File: config.mk
export PLATFORM = sky130hd
export DESIGN_NAME = gtpr_start_calc
export DESIGN_NICKNAME = d
export VERILOG_FILES = /design/src/rtl/gtpr_pkg.sv /design/src/rtl/gtpr_start_calc.sv
export SDC_FILE = /design/constraint.sdc
export NUM_CORES = 1
export LEC_CHECK = 0
export ABC_AREA = 1
export ABC_CLOCK_PERIOD_IN_PS = 6110
export BUFFER_PORTS_ARGS = -buffer_cell sky130_fd_sc_hd__buf_2
export CORE_AREA = 8 8 79 81
export CTS_CLUSTER_SIZE = 20
export DETAILED_ROUTE_END_ITERATION = 8
export DIE_AREA = 0 0 87 89
export PLACE_DENSITY = 0.74
export SYNTH_ARGS = -nofsm -noshare
export SYNTH_HDL_FRONTEND = slang
export SYNTH_SLANG_ARGS = --single-unit
File: constraint.sdc
create_clock -name i_clk -period 6.11 [get_ports i_clk]
set_input_delay 0.611 -clock i_clk [delete_from_list [all_inputs] [get_ports i_clk]]
set_output_delay 0.611 -clock i_clk [all_outputs]
set_load 0.05 [all_outputs]
File: src/rtl/gtpr_pkg.sv
`timescale 1ns / 1ps

package gtpr_pkg;

    // Page geometry.
    localparam int PAGE_SIZE = 60;
    localparam int ADDR_W    = $clog2(PAGE_SIZE);
    // Wide enough for a page row plus the glyph height, and for PAGE_SIZE itself.
    localparam int ROW_W     = 8;
    // Signed width of the start column arithmetic; covers every input pattern.
    localparam int SW        = 11;

    // Character codes.
    localparam logic [7:0] DOT_CODE     = 8'd46;
    localparam logic [7:0] SPACE_CODE   = 8'd32;
    localparam logic [7:0] STAR_CODE    = 8'd42;
    localparam logic [7:0] FIRST_LETTER = 8'd65;
    localparam logic [7:0] LAST_LETTER  = 8'd90;

    // Glyph geometry.
    localparam int LETTERS     = 26;
    localparam int GLYPH_ROWS  = 5;
    localparam int GLYPH_COLS  = 5;

    // Command codes.
    localparam logic [1:0] CMD_DRAW  = 2'd0;
    localparam logic [1:0] CMD_READ  = 2'd1;
    localparam logic [1:0] CMD_CLEAR = 2'd2;

    // Alignment codes.
    localparam logic [1:0] ALIGN_COL    = 2'd0;
    localparam logic [1:0] ALIGN_LEFT   = 2'd1;
    localparam logic [1:0] ALIGN_RIGHT  = 2'd2;
    localparam logic [1:0] ALIGN_CENTRE = 2'd3;

    // Glyph rows for the letters; bit 4 is the leftmost column.
    localparam logic [4:0] GLYPH_ROM [LETTERS][GLYPH_ROWS] = '{
        '{5'h0E, 5'h11, 5'h1F, 5'h11, 5'h11}, '{5'h1E, 5'h11, 5'h1E, 5'h11, 5'h1E},
        '{5'h0F, 5'h10, 5'h10, 5'h10, 5'h0F}, '{5'h1E, 5'h11, 5'h11, 5'h11, 5'h1E},
        '{5'h1F, 5'h10, 5'h1C, 5'h10, 5'h1F}, '{5'h1F, 5'h10, 5'h1C, 5'h10, 5'h10},
        '{5'h0F, 5'h10, 5'h13, 5'h11, 5'h0E}, '{5'h11, 5'h11, 5'h1F, 5'h11, 5'h11},
        '{5'h1F, 5'h04, 5'h04, 5'h04, 5'h1F}, '{5'h07, 5'h02, 5'h02, 5'h12, 5'h0C},
        '{5'h11, 5'h12, 5'h1C, 5'h12, 5'h11}, '{5'h10, 5'h10, 5'h10, 5'h10, 5'h1F},
        '{5'h11, 5'h1B, 5'h15, 5'h11, 5'h11}, '{5'h11, 5'h19, 5'h15, 5'h13, 5'h11},
        '{5'h0E, 5'h11, 5'h11, 5'h11, 5'h0E}, '{5'h1E, 5'h11, 5'h1E, 5'h10, 5'h10},
        '{5'h0E, 5'h11, 5'h11, 5'h13, 5'h0F}, '{5'h1E, 5'h11, 5'h1E, 5'h12, 5'h11},
        '{5'h0F, 5'h10, 5'h0E, 5'h01, 5'h1E}, '{5'h1F, 5'h15, 5'h04, 5'h04, 5'h0E},
        '{5'h11, 5'h11, 5'h11, 5'h11, 5'h0E}, '{5'h11, 5'h11, 5'h0A, 5'h0A, 5'h04},
        '{5'h11, 5'h11, 5'h15, 5'h1B, 5'h11}, '{5'h11, 5'h0A, 5'h04, 5'h0A, 5'h11},
        '{5'h11, 5'h0A, 5'h04, 5'h04, 5'h04}, '{5'h1F, 5'h02, 5'h04, 5'h08, 5'h1F}
    };

    // Request to the start column unit.
    typedef struct packed {
        logic       large_font;
        logic [1:0] align;
        logic [5:0] column;
        logic [5:0] text_length;
        logic [5:0] char_index;
    } t_calc_req;

    // One row write: cells under the mask take the code.
    typedef struct packed {
        logic                 en;
        logic [ADDR_W-1:0]    addr;
        logic [PAGE_SIZE-1:0] mask;
        logic [7:0]           code;
    } t_wr_req;

    // One row read, data appears on the following cycle.
    typedef struct packed {
        logic              en;
        logic [ADDR_W-1:0] addr;
    } t_rd_req;

    function automatic logic is_letter(input logic [7:0] code);
        return (code >= FIRST_LETTER) && (code <= LAST_LETTER);
    endfunction

    // Glyph row bits, zero for codes that are not letters.
    function automatic logic [4:0] glyph_row(input logic [7:0] code,
                                             input logic [2:0] grow);
        logic [7:0] li;
        li = code - FIRST_LETTER;
        if (is_letter(code) && (grow < 3'(GLYPH_ROWS))) begin
            return GLYPH_ROM[li[4:0]][grow];
        end
        return 5'd0;
    endfunction

endpackage

File: src/rtl/gtpr_start_calc.sv
`timescale 1ns / 1ps

module gtpr_start_calc (
    input  logic                        i_clk,
    input  logic                        i_rst_n,
    input  logic                        i_start,
    input  gtpr_pkg::t_calc_req         i_req,
    output logic                        o_done,
    output logic signed [gtpr_pkg::SW-1:0] o_start
);
    import gtpr_pkg::*;

    typedef enum logic [2:0] {
        ST_IDLE,
        ST_LW,
        ST_BASE,
        ST_IW,
        ST_SUM
    } t_state;

    t_state                r_state;
    t_calc_req             r_req;
    logic signed [SW-1:0]  r_acc;
    logic signed [SW-1:0]  r_tmp;
    logic                  r_done;

    logic signed [SW-1:0]  op_a;
    logic signed [SW-1:0]  op_b;
    logic                  op_sub;
    logic signed [SW-1:0]  l_ext;
    logic signed [SW-1:0]  x_ext;
    logic signed [SW-1:0]  sum;

    assign l_ext = SW'(r_req.text_length);
    assign x_ext = SW'(r_req.char_index);

    // Operand selection for the one shared adder, one step per state.
    always_comb begin
        op_a   = '0;
        op_b   = '0;
        op_sub = 1'b0;
        unique case (r_state)
            ST_IDLE: begin
            end
            ST_LW: begin
                // Text width: L or 4L + 2L.
                op_a = r_req.large_font ? (l_ext <<< 2) : l_ext;
                op_b = r_req.large_font ? (l_ext <<< 1) : '0;
            end
            ST_BASE: begin
                unique case (r_req.align)
                    ALIGN_COL: begin
                        op_a = SW'(r_req.column);
                    end
                    ALIGN_LEFT: begin
                        op_a = SW'(1);
                    end
                    ALIGN_RIGHT: begin
                        op_a   = SW'(PAGE_SIZE + 1);
                        op_b   = r_acc;
                        op_sub = 1'b1;
                    end
                    ALIGN_CENTRE: begin
                        // The width is never negative, so the shift truncates.
                        op_a   = SW'(PAGE_SIZE / 2 + 1);
                        op_b   = r_acc >>> 1;
                        op_sub = 1'b1;
                    end
                    default: begin
                    end
                endcase
            end
            ST_IW: begin
                // Offset of this character: index times the pitch.
                op_a = r_req.large_font ? (x_ext <<< 2) : x_ext;
                op_b = r_req.large_font ? (x_ext <<< 1) : '0;
            end
            ST_SUM: begin
                op_a = r_acc;
                op_b = r_tmp;
            end
            default: begin
            end
        endcase
    end

    assign sum = op_a + (op_sub ? ~op_b : op_b) + SW'(op_sub);

    // Step sequencer and result registers.
    always_ff @(posedge i_clk) begin
        if (!i_rst_n) begin
            r_state <= ST_IDLE;
            r_done  <= 1'b0;
        end else begin
            r_done <= 1'b0;
            unique case (r_state)
                ST_IDLE: begin
                    if (i_start) begin
                        r_req   <= i_req;
                        r_state <= ST_LW;
                    end
                end
                ST_LW: begin
                    r_acc   <= sum;
                    r_state <= ST_BASE;
                end
                ST_BASE: begin
                    r_acc   <= sum;
                    r_state <= ST_IW;
                end
                ST_IW: begin
                    r_tmp   <= sum;
                    r_state <= ST_SUM;
                end
                ST_SUM: begin
                    r_acc   <= sum;
                    r_done  <= 1'b1;
                    r_state <= ST_IDLE;
                end
                default: begin
                    r_state <= ST_IDLE;
                end
            endcase
        end
    end

    assign o_done  = r_done;
    assign o_start = r_acc;

endmodule

==> impl_metrics.tcl <==
set metrics [dict create \
    reg2reg_slack_ps 2950 \
    tightest_slew_ps 1060 \
    slew_viol_final 0 \
    cts_sinks 47 \
    p_total_mw 0.707 \
    skew_ps 7.99 \
    gp_congestion 0.953 \
    gr-total-overflow 0 \
    drv_cap 0 \
    crit_family "compound AO/OA/AOI/OAI gates" \
    switching_share_pct 30.0 \
    path_max_fanout 12 \
    grt_use_total_pct 16.7 \
    fin_crit_sh_pct 51.8 \
    antenna_found_initial 0 \
    cp_data_arrival_time_ps 3220 \
    synth_top_area_cell "edfxtp_1" \
    nNetsFinal 350 \
    io_pins 36 \
    p_seq_share_pct 54.2 \
    netlist_area_sq_um 2630 \
    portBuffers 35 \
    required_ps 6170 \
    crit_chain "nor2_1 -> nand2_1 -> inv_2 -> a22oi_1 -> o21ai_1 -> nor2_1 -> a21oi_1 -> ha_1 -> a21oi_1 -> o21ai_0 -> a211oi_1 -> nand2_1 -> xor2_1" \
    synth_xor_area_share_pct 2.66 \
    grt_max_degree 22 \
    grt_first_pass_wirelength_um 10100 \
    holdWs_ps 472 \
    drc_errors 0 \
    worstSetupEndpointType "flip-flop" \
    worstReg2RegEnd "r_tmp[9]" \
    ant_nets 0 \
    synth.area.mux_share_pct 0 \
    cp-start-kind "flip-flop" \
    cts_resized 0 \
    drt_first_iter_violations 222 \
    row_count 26 \
    vias 2128 \
    hold_depth 1 \
    power.leakage_nw 1.27 \
    cp_num_buf_inv 1 \
    synthDistinctLibCells 34 \
    clk_pin_slew_ps 100 \
    die_h_um 89 \
    cts_max_level 2 \
    clk_path_buf_depth 2 \
    yosys.area_share.simple_pct 18.5 \
    tns_ps 0 \
    initial_core_util_pct 52.9 \
    num_antenna_cells 0 \
    comb_power_share_pct 17.7 \
    slew_headroom_pct 29.0 \
    drive_gt1_share_pct 20.2 \
    drt_wl_total_um 6130 \
    fmax_ghz 0.316 \
    synth_warnings 0 \
    synth_top_family_by_area "simple AND/OR/NAND/NOR gates" \
    r2r_cells 13 \
    synth_compound_area_share_pct 14.5 \
    synth_top_area_share_pct 49.0 \
    critical_path_depth 13 \
    syn_avg_cell_area_sq_um 9.44 \
    crit_start "r_state[0]" \
    firstDrtPassIters 5 \
    cts_hold_buf 0 \
    ys_ff_latch 47 \
    netlist_instances 279 \
    cts_tree "done" \
    status "finished clean" \
    power_frac_clock_pct 28.1 \
    synthAdderAreaFrac_pct 5.04 \
    hold_violations 0 \
    vdd_drop_max_mv 0.154 \
    crit_end "r_tmp[9]" \
    max_stage_delay_ps 430 \
    cts-root-buf "clkbuf_8" \
    hpwl_um 4720 \
    path_class "flip-flop to flip-flop" \
    coreArea_sq_um 4980 \
    die-area_sq_um 7740 \
    vias_per_cell 5.50 \
    die_x_um 87 \
    min_period_ps 3160 \
    ys_seq_area_share_pct 52.1 \
    hp-class "primary input to flip-flop" \
    rsz0062_at_grt "false" \
    syn_to_final_growth_pct 12.7 \
    internal-power_mw 0.495 \
    p_per_area_nw_per_um2 238 \
    grt_pass1_vias 2127 \
    reg2reg_from "r_state[0]" \
    p_sw_mw 0.212 \
    setup_viol 0 \
    syn_nets 313 \
    post_cts_buffers 0 \
    clk_latency_ps 310 \
    cts_buffers 5 \
    ys_top_cells_by_area "edfxtp_1 49%, nand2_1 6.7%, inv_1 5.7%" \
    slowest_stage "dfxtp_1" \
    wl_per_cell_um 15.8 \
]
-- state kept, by name (all words and copies together) (netlist names) --
register and cells:
l_ext 6, o_done 1, o_start 11, r_req 15, r_state 3, r_tmp 11
-- cell families (layout without fill, tap and decap cells) --
kind of cell,after synthesis,count (layout)
AO/OA/AOI/OAI,60,60
buffers and inverters,49,87
adder cells (fa/ha/maj),10,10
XOR/XNOR,8,8
flip-flops,47,47
AND/OR/NAND/NOR,105,105
-- routing by layer --
metal	vias to the layer above	part of all wire [%]	GRT usage (%)
met5	-	0	0
met2	103	46	27.1
met1	971	45	21.3
met3	9	8.0	4.87
li1	1045	-	-
met4	0	1.1	4.54
-- area by class of cell --
cell class | count | area [sq um]
flip-flops and latches | 47 | 1370
clock buffers | 5 | 68.8
inverters | 43 | 161
repair buffers | 36 | 183
fillers | 436 | 2010
multi-input cells | 183 | 1070
clock inverters | 3 | 25.0
well taps | 70 | 87.6
-- power by group through the flow --
stage	Combinational (mW)	Clock [mW]	Sequential (mW)
finish	0.125	0.198	0.383
global route	0.137	0.212	0.385
CTS	0.124	0.202	0.383
floorplan	0.0725	0	0.406
global placement	0.124	0	0.390
detailed placement	0.123	0	0.391
-- worst min path at each step --
stage	startpoint	to	slack (ps)
global route	i_req[3]	r_req[3]	460
CTS	i_req[15]	r_req[15]	460
finish	i_req[0]	r_req[0]	470
floorplan	r_state[1]	r_state[0]	520
global placement	r_state[1]	r_state[0]	540
detailed placement	r_state[1]	r_state[0]	550
-- synth_stat cells --
library cell  count
nand2_1          47
edfxtp_1         43
inv_1            40
nor2_1           24
a21oi_1          12
nand3_1          12
o21ai_0          11
o22ai_1          10
ha_1              9
nand2_2           9
xor2_1            7
buf_2             5
o31ai_1           5
a22oi_1           4
dfxtp_1           4
nor3_1            4
a31oi_1           3
inv_2             3
nor2_4            3
o2111ai_1         3
o211ai_1          3
o311ai_0          3
nand3_2           2
nand4_1           2
o21ai_1           2
a211oi_1          1
a22o_2            1
clkbuf_1          1
fa_1              1
nand2_4           1
nor2_2            1
o21bai_1          1
o221ai_1          1
xnor2_1           1
-- through the flow --
step	setup slack (ps)	cells	utilization (%)	area, sq um
6_report	2950	387	59.7	2970
5_1_grt	2740	387	59.7	2970
4_1_cts	2980	387	59.7	2970
3_5_place_dp	3000	379	57.8	2880
3_3_place_gp	3100	379	57.8	2880
2_1_floorplan	3560	279	-	2630
-- placed cells by master (no fill, tap or decap), drive strengths merged, types with 3 or more instances in the layout --
master	n
nand3	14
o21ai	13
inv	45
buf	36
o2111ai	3
clkbuf	5
a31oi	3
dfxtp	4
o22ai	10
a22oi	4
nor3	4
o31ai	5
a21oi	12
nor2	28
o311ai	3
ha	9
nand2	57
o211ai	3
xor2	7
edfxtp	43
Power figures use the tool's default switching activity.
